## src/rtl/stepper_extremum_indexer_assert.svh

```systemverilog
// Assertion macros used by the RTL file stepper_extremum_indexer.sv.
`ifndef STEPPER_EXTREMUM_INDEXER_ASSERT_SVH
`define STEPPER_EXTREMUM_INDEXER_ASSERT_SVH

// Same-cycle implication, checked on every rising clock edge outside reset.
`define SEI_ASSERT_NOW(label, ante, cons, msg) \
  label: assert property (@(posedge clk) disable iff (rst) (ante) |-> (cons)) \
    else $error(msg);

// Next-cycle implication, checked on every rising clock edge outside reset.
`define SEI_ASSERT_NEXT(label, ante, cons, msg) \
  label: assert property (@(posedge clk) disable iff (rst) (ante) |=> (cons)) \
    else $error(msg);

`endif

```

## src/rtl/sei_pkg.sv

```systemverilog
package sei_pkg;

  // Field and state widths
  localparam int SAMPLE_W   = 10;
  localparam int COEF_W     = 8;
  localparam int VALUE_W    = 12;
  localparam int DELTA_W    = 12;
  localparam int COUNT_W    = 8;
  localparam int SUM_W      = 13;
  localparam int PHASE_W    = 3;
  localparam int ACTION_W   = 2;
  localparam int CFG_IDX_W  = 3;
  localparam int CFG_DATA_W = 12;

  // Priming reads before direction finding
  localparam int PRIME_READS_DEF = 5;

  // Phase codes
  localparam logic [PHASE_W-1:0] PH_IDLE   = 3'd0;
  localparam logic [PHASE_W-1:0] PH_PRIME  = 3'd1;
  localparam logic [PHASE_W-1:0] PH_DIR    = 3'd2;
  localparam logic [PHASE_W-1:0] PH_MAX    = 3'd3;
  localparam logic [PHASE_W-1:0] PH_MIN    = 3'd4;
  localparam logic [PHASE_W-1:0] PH_OFFSET = 3'd5;

  // Action codes
  localparam logic [ACTION_W-1:0] ACT_IDLE = 2'd0;
  localparam logic [ACTION_W-1:0] ACT_READ = 2'd1;
  localparam logic [ACTION_W-1:0] ACT_STEP = 2'd2;
  localparam logic [ACTION_W-1:0] ACT_DONE = 2'd3;

  // Configuration register indexes
  localparam logic [CFG_IDX_W-1:0] REG_COEF_NEWEST     = 3'd0;
  localparam logic [CFG_IDX_W-1:0] REG_COEF_MIDDLE     = 3'd1;
  localparam logic [CFG_IDX_W-1:0] REG_COEF_OLDEST     = 3'd2;
  localparam logic [CFG_IDX_W-1:0] REG_DELTA           = 3'd3;
  localparam logic [CFG_IDX_W-1:0] REG_DIRECTION_STEPS = 3'd4;
  localparam logic [CFG_IDX_W-1:0] REG_OFFSET_STEPS    = 3'd5;

  // Register reset values
  localparam logic [COEF_W-1:0]  COEF_NEWEST_RST     = 8'd179;
  localparam logic [COEF_W-1:0]  COEF_MIDDLE_RST     = 8'd77;
  localparam logic [COEF_W-1:0]  COEF_OLDEST_RST     = 8'd102;
  localparam logic [DELTA_W-1:0] DELTA_RST           = 12'd50;
  localparam logic [COUNT_W-1:0] DIRECTION_STEPS_RST = 8'd15;
  localparam logic [COUNT_W-1:0] OFFSET_STEPS_RST    = 8'd0;

  // Filter weights, Q0.8
  typedef struct packed {
    logic [COEF_W-1:0] newest;
    logic [COEF_W-1:0] middle;
    logic [COEF_W-1:0] oldest;
  } sei_coef_t;

endpackage

```

## src/rtl/stepper_extremum_indexer.sv

```systemverilog
// Stepper extremum indexer: each input word carries one 10-bit sensor sample
// and yields exactly one result word, the action for the motor (idle, read
// again, step then read, done) and the filter output for that word. The
// filter is a three-tap FIR over the previously stored samples with Q0.8
// weights. A start request while idle begins a move: priming reads, stepped
// reads that decide the direction, a maximum or minimum search ending when the
// value departs by delta, then offset steps. One word is accepted every cycle
// while the output register is empty or being emptied, with its result there
// on the next cycle. The user must write configuration through cfg_we/
// cfg_index/cfg_data only while no move is in flight; the block does not enforce it.
module stepper_extremum_indexer #(
  parameter int PRIME_READS = sei_pkg::PRIME_READS_DEF
) (
  input  logic                              clk,
  input  logic                              rst,
  input  logic                              in_valid,
  output logic                              in_ready,
  input  logic                              start_req,
  input  logic [sei_pkg::SAMPLE_W-1:0]      sample,
  output logic                              out_valid,
  input  logic                              out_ready,
  output logic [sei_pkg::ACTION_W-1:0]      action,
  output logic [sei_pkg::VALUE_W-1:0]       filtered,
  input  logic                              cfg_we,
  input  logic [sei_pkg::CFG_IDX_W-1:0]     cfg_index,
  input  logic [sei_pkg::CFG_DATA_W-1:0]    cfg_data
);
  import sei_pkg::*;

  `include "stepper_extremum_indexer_assert.svh"

  localparam logic [COUNT_W-1:0] PRIME_CNT   = COUNT_W'(PRIME_READS);
  localparam bit                 PRIME_SHORT = (PRIME_READS <= 1);
  localparam int                 WIDE_W      = SUM_W + 1;
  localparam logic signed [WIDE_W-1:0] SUM_HI = WIDE_W'(4095);
  localparam logic signed [WIDE_W-1:0] SUM_LO = -WIDE_W'(4096);

  // Configuration registers
  sei_coef_t          coef;
  logic [DELTA_W-1:0] delta;
  logic [COUNT_W-1:0] direction_steps;
  logic [COUNT_W-1:0] offset_steps;

  // Move state
  logic [PHASE_W-1:0]      phase, phase_next;
  logic [COUNT_W-1:0]      step_count, step_count_next;
  logic signed [SUM_W-1:0] direction_sum, direction_sum_next;
  logic [VALUE_W-1:0]      extremum, extremum_next;
  logic [VALUE_W-1:0]      last_value, last_value_next;
  logic [ACTION_W-1:0]     action_next;

  logic                    in_acc;
  logic [VALUE_W-1:0]      value;
  logic [COUNT_W-1:0]      count_inc;
  logic signed [WIDE_W-1:0] sum_wide;
  logic signed [SUM_W-1:0] sum_sat;
  logic [VALUE_W-1:0]      ext_max;
  logic [VALUE_W-1:0]      ext_min;
  logic [VALUE_W:0]        value_plus_delta;
  logic [VALUE_W:0]        ext_min_plus_delta;
  logic                    max_done;
  logic                    min_done;
  logic [PHASE_W-1:0]      search_phase;
  logic [ACTION_W-1:0]     search_action;

  assign in_ready = !out_valid || out_ready;
  assign in_acc   = in_valid && in_ready;

  sei_fir u_fir (
    .clk      (clk),
    .rst      (rst),
    .shift    (in_acc),
    .sample   (sample),
    .coef     (coef),
    .filtered (value)
  );

  // Write configuration registers
  always_ff @(posedge clk) begin
    if (rst) begin
      coef.newest     <= COEF_NEWEST_RST;
      coef.middle     <= COEF_MIDDLE_RST;
      coef.oldest     <= COEF_OLDEST_RST;
      delta           <= DELTA_RST;
      direction_steps <= DIRECTION_STEPS_RST;
      offset_steps    <= OFFSET_STEPS_RST;
    end else if (cfg_we) begin
      unique case (cfg_index)
        REG_COEF_NEWEST:     coef.newest     <= cfg_data[COEF_W-1:0];
        REG_COEF_MIDDLE:     coef.middle     <= cfg_data[COEF_W-1:0];
        REG_COEF_OLDEST:     coef.oldest     <= cfg_data[COEF_W-1:0];
        REG_DELTA:           delta           <= cfg_data[DELTA_W-1:0];
        REG_DIRECTION_STEPS: direction_steps <= cfg_data[COUNT_W-1:0];
        REG_OFFSET_STEPS:    offset_steps    <= cfg_data[COUNT_W-1:0];
        default: ;
      endcase
    end
  end

  // Shared arithmetic for the phase logic
  always_comb begin
    count_inc = (step_count == '1) ? step_count : step_count + 1'b1;
    sum_wide  = WIDE_W'(direction_sum) + $signed({2'b00, last_value})
              - $signed({2'b00, value});
    if (sum_wide > SUM_HI) begin
      sum_sat = SUM_W'(SUM_HI);
    end else if (sum_wide < SUM_LO) begin
      sum_sat = SUM_W'(SUM_LO);
    end else begin
      sum_sat = sum_wide[SUM_W-1:0];
    end
    ext_max            = (value > extremum) ? value : extremum;
    ext_min            = (value < extremum) ? value : extremum;
    value_plus_delta   = {1'b0, value} + {1'b0, delta};
    ext_min_plus_delta = {1'b0, ext_min} + {1'b0, delta};
    max_done           = value_plus_delta < {1'b0, ext_max};
    min_done           = {1'b0, value} > ext_min_plus_delta;
    search_phase       = (offset_steps == '0) ? PH_IDLE : PH_OFFSET;
    search_action      = (offset_steps == '0) ? ACT_DONE : ACT_STEP;
  end

  // Phase sequencer
  always_comb begin
    phase_next         = phase;
    step_count_next    = step_count;
    direction_sum_next = direction_sum;
    extremum_next      = extremum;
    last_value_next    = last_value;
    action_next        = ACT_IDLE;
    unique case (phase)
      PH_PRIME: begin
        if (count_inc >= PRIME_CNT) begin
          last_value_next    = value;
          step_count_next    = '0;
          direction_sum_next = '0;
          phase_next         = PH_DIR;
          action_next        = ACT_STEP;
        end else begin
          step_count_next = count_inc;
          action_next     = ACT_READ;
        end
      end
      PH_DIR: begin
        direction_sum_next = sum_sat;
        last_value_next    = value;
        step_count_next    = count_inc;
        action_next        = ACT_STEP;
        if (count_inc >= direction_steps && sum_sat != '0) begin
          extremum_next = value;
          phase_next    = sum_sat[SUM_W-1] ? PH_MAX : PH_MIN;
        end
      end
      PH_MAX: begin
        last_value_next = value;
        extremum_next   = ext_max;
        action_next     = ACT_STEP;
        if (max_done) begin
          step_count_next = '0;
          phase_next      = search_phase;
          action_next     = search_action;
        end
      end
      PH_MIN: begin
        last_value_next = value;
        extremum_next   = ext_min;
        action_next     = ACT_STEP;
        if (min_done) begin
          step_count_next = '0;
          phase_next      = search_phase;
          action_next     = search_action;
        end
      end
      PH_OFFSET: begin
        last_value_next = value;
        if (count_inc >= offset_steps) begin
          phase_next      = PH_IDLE;
          step_count_next = '0;
          action_next     = ACT_DONE;
        end else begin
          step_count_next = count_inc;
          action_next     = ACT_STEP;
        end
      end
      default: begin
        phase_next = PH_IDLE;
        if (start_req) begin
          direction_sum_next = '0;
          if (PRIME_SHORT) begin
            last_value_next = value;
            step_count_next = '0;
            phase_next      = PH_DIR;
            action_next     = ACT_STEP;
          end else begin
            step_count_next = COUNT_W'(1);
            phase_next      = PH_PRIME;
            action_next     = ACT_READ;
          end
        end
      end
    endcase
  end

  // Advance the move state on each accepted word
  always_ff @(posedge clk) begin
    if (rst) begin
      phase         <= PH_IDLE;
      step_count    <= '0;
      direction_sum <= '0;
      extremum      <= '0;
      last_value    <= '0;
    end else if (in_acc) begin
      phase         <= phase_next;
      step_count    <= step_count_next;
      direction_sum <= direction_sum_next;
      extremum      <= extremum_next;
      last_value    <= last_value_next;
    end
  end

  // Hold the result word until taken
  always_ff @(posedge clk) begin
    if (rst) begin
      out_valid <= 1'b0;
    end else if (in_acc) begin
      out_valid <= 1'b1;
    end else if (out_ready) begin
      out_valid <= 1'b0;
    end
  end

  always_ff @(posedge clk) begin
    if (in_acc) begin
      action   <= action_next;
      filtered <= value;
    end
  end

  `SEI_ASSERT_NEXT(a_idle_no_start, in_acc && phase == PH_IDLE && !start_req,
                   action == ACT_IDLE, "idle word without start must answer idle")
  `SEI_ASSERT_NEXT(a_no_early_done, in_acc && (phase == PH_PRIME || phase == PH_DIR),
                   action != ACT_DONE, "done reported before a search finished")
  `SEI_ASSERT_NOW(a_done_goes_idle, out_valid && action == ACT_DONE,
                  phase == PH_IDLE, "phase not idle after done")
  `SEI_ASSERT_NOW(a_prime_count, phase == PH_PRIME,
                  step_count != '0 && step_count < PRIME_CNT, "priming count out of range")

endmodule

```

## src/rtl/sei_fir.sv

```systemverilog
module sei_fir (
  input  logic                            clk,
  input  logic                            rst,
  input  logic                            shift,
  input  logic [sei_pkg::SAMPLE_W-1:0]    sample,
  input  sei_pkg::sei_coef_t              coef,
  output logic [sei_pkg::VALUE_W-1:0]     filtered
);
  import sei_pkg::*;

  localparam int PROD_W = SAMPLE_W + COEF_W;
  localparam int ACC_W  = PROD_W + 2;

  logic [SAMPLE_W-1:0] tap_newest;
  logic [SAMPLE_W-1:0] tap_middle;
  logic [SAMPLE_W-1:0] tap_oldest;
  logic [PROD_W-1:0]   prod_newest;
  logic [PROD_W-1:0]   prod_middle;
  logic [PROD_W-1:0]   prod_oldest;
  logic [ACC_W-1:0]    acc;

  // Weight the stored taps; the current sample does not take part
  always_comb begin
    prod_newest = PROD_W'(tap_newest) * PROD_W'(coef.newest);
    prod_middle = PROD_W'(tap_middle) * PROD_W'(coef.middle);
    prod_oldest = PROD_W'(tap_oldest) * PROD_W'(coef.oldest);
    acc = ACC_W'(prod_newest) + ACC_W'(prod_middle) + ACC_W'(prod_oldest);
  end

  // Truncate the Q0.8 fraction
  assign filtered = acc[COEF_W +: VALUE_W];

  // Advance the tap line on each accepted word
  always_ff @(posedge clk) begin
    if (rst) begin
      tap_newest <= '0;
      tap_middle <= '0;
      tap_oldest <= '0;
    end else if (shift) begin
      tap_oldest <= tap_middle;
      tap_middle <= tap_newest;
      tap_newest <= sample;
    end
  end

endmodule
```

## config.mk

```make
export PLATFORM = sky130hd
export DESIGN_NAME = stepper_extremum_indexer
export DESIGN_NICKNAME = d
export VERILOG_FILES = /design/src/rtl/sei_pkg.sv /design/src/rtl/stepper_extremum_indexer.sv /design/src/rtl/sei_fir.sv
export VERILOG_INCLUDE_DIRS = /design/src /design/src/rtl
export SDC_FILE = /design/constraint.sdc
export NUM_CORES = 1
export LEC_CHECK = 0
export BUFFER_PORTS_ARGS = -buffer_cell sky130_fd_sc_hd__buf_2
export CAP_MARGIN = 20
export CORE_UTILIZATION = 45
export CTS_CLUSTER_DIAMETER = 50
export DETAILED_ROUTE_END_ITERATION = 8
export GPL_TIMING_DRIVEN = 1
export REMOVE_ABC_BUFFERS = 1
export SLEW_MARGIN = 20
export SYNTH_ARGS = -nofsm -noshare
export SYNTH_HDL_FRONTEND = slang
export SYNTH_SLANG_ARGS = --single-unit
```

## constraint.sdc

```tcl
create_clock -name clk -period 20.8 [get_ports clk]
set_input_delay 3.12 -clock clk [delete_from_list [all_inputs] [get_ports clk]]
set_output_delay 3.12 -clock clk [all_outputs]
set_load 0.01 [all_outputs]
```

Yosys cells after proc, flatten, opt, wreduce, memory -nomap -nowiden
Index checks and enable logic that the tools add are counted.
Widths: inputs -> output; s select.
{"block": "totals", "out_inout_bits": 16, "in_bits": 31, "word_cells": 114, "ff_bits": 145}
{"block": "classes", "n_reduce_logical": 25, "multipliers": 3, "magnitude_cmp": 9, "n_eq_ne": 16, "muxes": 36, "bitwise_logic": 1, "addsub": 7}
{"cell": "$mul 10x8->18", "n": 3}
{"cell": "$mux 13", "n": 4}
{"cell": "$mux 12", "n": 4}
{"cell": "$mux 8", "n": 6}
{"cell": "$pmux 8 s5", "n": 1}
{"cell": "$pmux 13 s3", "n": 1}
{"cell": "$pmux 12 s3", "n": 1}
{"cell": "$add 12x12->13", "n": 2}
{"cell": "$pmux 12 s2", "n": 1}
{"cell": "$mux 3", "n": 7}
{"cell": "$add 20x18->20", "n": 1}
{"cell": "$add 18x18->19", "n": 1}
{"cell": "$ge 8x8->1", "n": 2}
{"cell": "$pmux 3 s5", "n": 1}
{"cell": "$add 13x13->14", "n": 1}
{"cell": "$gt 14x13->1 const B", "n": 1}
{"cell": "$lt 14x13->1 const B", "n": 1}
{"cell": "$sub 14x13->14", "n": 1}
{"cell": "$gt 12x13->1", "n": 1}
{"cell": "$lt 13x12->1", "n": 1}
{"cell": "$reduce_bool 13->1", "n": 1}
{"cell": "$eq 3x2->1 const B", "n": 4}
{"cell": "$eq 3x3->1 const B", "n": 4}
{"cell": "$gt 12x12->1", "n": 1}
{"cell": "24 further kinds", "n": 46}

Depth between registers and ports, before layout
{"block": "logic_depth", "depth_word": 11, "mapped_depth": 62, "depth_no_buf": 60}

Cells and area by module
A second synthesis with hierarchy kept.
{"block": "hier_totals", "cells_unflattened": 2032, "area_unflattened_um2": 17695.7}
{"mod": "sei_fir", "instances": 1, "seq_area_each_um2": 600.6, "area_per_inst_um2": 9263.9, "cells_each": 1013}
{"mod": "stepper_extremum_indexer", "instances": 1, "seq_area_each_um2": 2442.3, "area_per_inst_um2": 8431.8, "cells_each": 1019}

Worst setup path before layout
Ideal clock, no wire load.
{"block": "synth_path", "path_type": "register to register", "start": "register, netlist name coef[17]", "end": "register step_count[2]", "path_stages_with_launch": 56, "t_required_ps": 20677, "slack_ps": 7339, "path_buffers": 2, "synth_period_minus_slack_ps": 13461, "arrival_ps": 13338, "path_cell_list": "dfxtp_1 -> clkbuf_1 -> nand2_1 -> fa_1 -> fa_1 -> fa_1 -> inv_1 -> fa_1 -> fa_1 -> fa_1 -> ha_1 -> or2_2 -> a21oi_1 -> nor2_1 -> a21oi_1 -> xor2_1 -> fa_1 -> inv_1 -> [... 20 more ...] -> a21o_1 -> a21o_1 -> a21oi_1 -> nor2b_1 -> o21ai_0 -> nand2b_1 -> a41o_1 -> o41ai_1 -> xor2_1 -> ha_1 -> nand3_1 -> or2_2 -> a211oi_1 -> o21ai_0 -> a31oi_1 -> o21a_1 -> nand3_4 -> mux2_1"}
{"block": "synth_between", "elab_chain_len": 9}
{"element": "$mul 10x8->18 *", "line_no": "sei_fir.sv:24", "rtl": "prod_newest = PROD_W'(tap_newest) * PROD_W'(coef.newest);"}
{"element": "$add 18x18->19 *", "line_no": "sei_fir.sv:27", "rtl": "acc = ACC_W'(prod_newest) + ACC_W'(prod_middle) + ACC_W'(prod_oldest);"}
{"element": "$add 20x18->20 *", "line_no": "sei_fir.sv:27"}
{"element": "$lt 12x12->1", "line_no": "stepper_extremum_indexer.sv:113", "rtl": "ext_min = (value < extremum) ? value : extremum;"}
{"element": "$mux 12", "line_no": "stepper_extremum_indexer.sv:113"}
{"element": "$add 12x12->13", "line_no": "stepper_extremum_indexer.sv:115", "rtl": "ext_min_plus_delta = {1'b0, ext_min} + {1'b0, delta};"}
{"element": "$gt 12x13->1", "line_no": "stepper_extremum_indexer.sv:117", "rtl": "min_done = {1'b0, value} > ext_min_plus_delta;"}
{"element": "$ne 2x2->1 (no source line)"}
{"element": "$reduce_and 4->1 (no source line) *"}
{"element": "end signal: assignment", "line_no": "stepper_extremum_indexer.sv:213", "rtl": "step_count <= step_count_next;"}
{"element": "end: declaration", "line_no": "stepper_extremum_indexer.sv:46", "rtl": "logic [COUNT_W-1:0] step_count, step_count_next;"}
Mark *: on every way between the ends. The rest lies on a longest branch, timed or not.
A chain may end at the register's enable or synchronous reset.

Final worst setup path
{"block": "layout_path", "start": "register, netlist name coef[20]", "end": "register step_count[7]"}
{"block": "layout_between", "elab_chain_len": 9}
{"element": "$mul 10x8->18 *", "line_no": "sei_fir.sv:24"}
{"element": "$add 18x18->19 *", "line_no": "sei_fir.sv:27"}
{"element": "$add 20x18->20 *", "line_no": "sei_fir.sv:27"}
{"element": "$lt 12x12->1", "line_no": "stepper_extremum_indexer.sv:113"}
{"element": "$mux 12", "line_no": "stepper_extremum_indexer.sv:113"}
{"element": "$add 12x12->13", "line_no": "stepper_extremum_indexer.sv:115"}
{"element": "$gt 12x13->1", "line_no": "stepper_extremum_indexer.sv:117"}
{"element": "$ne 2x2->1 (no source line)"}
{"element": "$reduce_and 4->1 (no source line) *"}
Marks and branches as above.

==> flow_summary_export.csv <==
group,metric,value,unit
outcome,outcome,"complete, no violations",
clock_network,root_buffer,"clkbuf_16",
grt,grt-ovfl-total,0,
critical_path,cp.required,21.12,ns
sta,worst_slack,5.664,ns
placement,place_ws,5.693,ns
routing,drc,0,
placement,dp_cells,2555,
clock_network,cts_resized,0,
routing,routed_wirelength,46540,um
synthesis,syn-cell-area,17430,sq um
synthesis,yosys.area.top_type_share,23.20,%
sta,worst_slew_pin_slew,0.9959,ns
synthesis,yosys-top-cells-count,"329 x nand2_1, 307 x inv_1, 202 x fa_1",
critical_path,crit_slowest_cell,"o221a_1",
critical_path,path_max_fanout,19,
layout,n_antenna_cell,0,
sta,finalSetupViolCount,0,
pwr,finalPower,1.942,mW
grt,antenna_found_initial,0,
sta,max_freq,66.07,MHz
die,start_util,45.95,%
layout,fin_area,18660,sq um
routing,drt_iter0_drc,805,
clock_network,h-tree-depth,4,
run,drv_cap,0,
clock_network,clock-sinks,145,
placement,dp_hpwl,36990,um
die,die_w,198.8,um
layout,fin_nets,2494,
synthesis,synthDistinctLibCells,81,
synthesis,synth_ff_type,"dfxtp_1",
layout,nFillCells,3702,
synthesis,yosys_warnings,0,
synthesis,post-synth-top-count-cell,"nand2_1",
placement,postPlaceCellArea,18050,sq um
clock_network,cts_buffers,17,
synthesis,syn_inst,2075,
layout,drive_gt1_share,5.780,%
die,core_area,37930,sq um
sta,finalCritPeriodShare,72.77,%
synthesis,async_reset_ff_share,0,%
critical_path,critPathArrivalTime,15.46,ns
synthesis,synth_largest_area_cell,"fa_1",
die,dieArea,39520,sq um
routing,dr.pass1.iters,6,
die,io_pins,47,
clock_network,cts_buffer_depth,2,
routing,wl_per_cell,17.99,um
clock_network,worstSkewPairLatency,0.46,ns
sta,whs,0.4560,ns
critical_path,cpPeakStageDelay,0.65,ns
grt,grt.total_usage,25.09,%
routing,routed-via-count,13860,
synthesis,ys_ff_latch,145,
sta,layout_min_cycle_time,15.14,ns
synthesis,seq_area_frac_synth,17.46,%
critical_path,path_class,"register to register",
pwr,peakVddDrop,0.0001355,V
die,fp.dieH,198.8,um
layout,final_util,49.20,%
synthesis,synth.avg_cell_area,8.400,sq um
hold_path,hold_depth,2,
critical_path,cpMostUsedCell,"fa_1",
grt,grt_pass1_wl,76200,um
routing,vias_per_cell,5.358,
clock_network,hold_buffers,0,
synthesis,synth_edf_count,14,
clock_network,path_clk_slew,0.07,ns
hold_path,hp-class,"register to register",
sta,hold_viol,0,
sta,relSlewSlack,33.60,%
pwr,power.leakage,8.910,nW
sta,rsz0062_at_grt,"no",
clock_network,cts_tree,"done",
placement,place_congestion,0.8951,
critical_path,reg2reg_depth,53,
sta,finalSetupTns,0,ns
sta,fin_skew,0.01382,ns
critical_path,cp-end-kind,"register",
critical_path,cp-start-kind,"register",
pwr,power_density,104.1,nW/um^2
clock_network,post_cts_buffers,0,
synthesis,netlist_top_cells_area,"fa_1 23%, dfxtp_1 15%, ha_1 14%",
routing,antenna_left,0,
die,rows,71,
placement,io_buffers,46,
grt,grt_pass1_vias,14294,
sta,report.final.slew_viol_count,0,
layout,final_cell_count_no_fill,2587,
grt,grt_max_degree,73,
layout,syn2layout_area_growth,7.078,%
## kinds of logic after synthesis
group                      Yosys count  synth area share, %
xor gates and xnor gates            51                2.563
and+or+nand+nor                    713                19.33
AOI/OAI and AO/OA                  324                12.02
muxes                               43                2.491
DFF                                145                17.46
adders and majority gates          400                37.42
buffers and inverters              399                8.722
## per-layer routing
| layer | vias to the layer above | share of wire [%] | track usage [%] |
|---|---|---|---|
| met2 | 295 | 49 | 42.88 |
| li1 | 6705 | - | - |
| met5 | - | 0 | 0 |
| met1 | 6798 | 45 | 33.14 |
| met3 | 62 | 3.7 | 2.255 |
| met4 | 0 | 2.7 | 8.604 |
## final cells by class
cell class | count | area [sq um] | area share (%)
well taps | 511 | 639.4 | 3.426
flip-flops and latches | 145 | 3043 | 16.30
repair buffers | 60 | 337.8 | 1.810
clock buffers | 18 | 450.4 | 2.414
clock inverters | 14 | 165.2 | 0.8850
inverters | 308 | 1156 | 6.195
multi-input cells | 1531 | 12870 | 68.97
## path summary, 6_finish.rpt
| kind | slack [ns] | to | start |
|---|---|---|---|
| worst max-delay path | 5.66 | step_count[7] | coef[20] |
| worst min-delay path | 0.46 | offset_steps[6] | offset_steps[6] |
| worst min register to register | 0.46 | offset_steps[6] | offset_steps[6] |
| worst max register to register | 5.66 | step_count[7] | coef[20] |
## registers in the layout (all words and copies together) (netlist names), 10 cells and up
name,cells
coef,24
delta,12
direction_sum,13
extremum,12
filtered,12
last_value,12
u_fir.tap_middle,10
u_fir.tap_newest,10
u_fir.tap_oldest,10
## cells in the final DEF, fill, tap and decap left out, types with 7 or more instances in the layout
cell,netlist,routed
a211oi_1,9,9
a21o_1,25,25
a21oi_1,121,121
a22oi_1,9,9
a31oi_1,12,12
and2_1,130,130
and3_1,11,11
buf_2,5,45
buf_4,0,15
clkbuf_16,0,18
dfxtp_1,131,131
edfxtp_1,14,14
fa_1,202,202
ha_1,198,198
inv_1,307,307
mux2i_1,40,40
nand2_1,329,329
nand2b_1,16,16
nand3_1,28,28
nand4_1,14,14
nor2_1,109,109
nor2b_1,13,13
nor3_1,22,21
o211ai_1,13,13
o21a_1,11,11
o21ai_0,56,56
or2_2,7,7
xnor2_1,32,32
xor2_1,19,19
## worst max-delay path, delay by kind of cell (launching register included)
family / cells / cell delay (ns)
multiplexers: 1 / 0.35
adder cells (fa/ha/maj): 15 / 6.62
flip-flops: 1 / 0.57
AND/OR/NAND/NOR: 10 / 1.40
XOR/XNOR: 3 / 0.82
AO/OA/AOI/OAI: 19 / 4.92
buffers and inverters: 5 / 0.31
## report_power, final
| part | total, mW | leakage, nW | internal, mW | switching, mW |
|---|---|---|---|---|
| sequential | 0.352 | 1.20 | 0.315 | 0.0370 |
| combinational | 1.26 | 7.41 | 0.514 | 0.744 |
| clock | 0.332 | 0.296 | 0.187 | 0.144 |
| total | 1.94 | 8.91 | 1.02 | 0.926 |
Note: power is estimated with default switching activity, not from simulation.
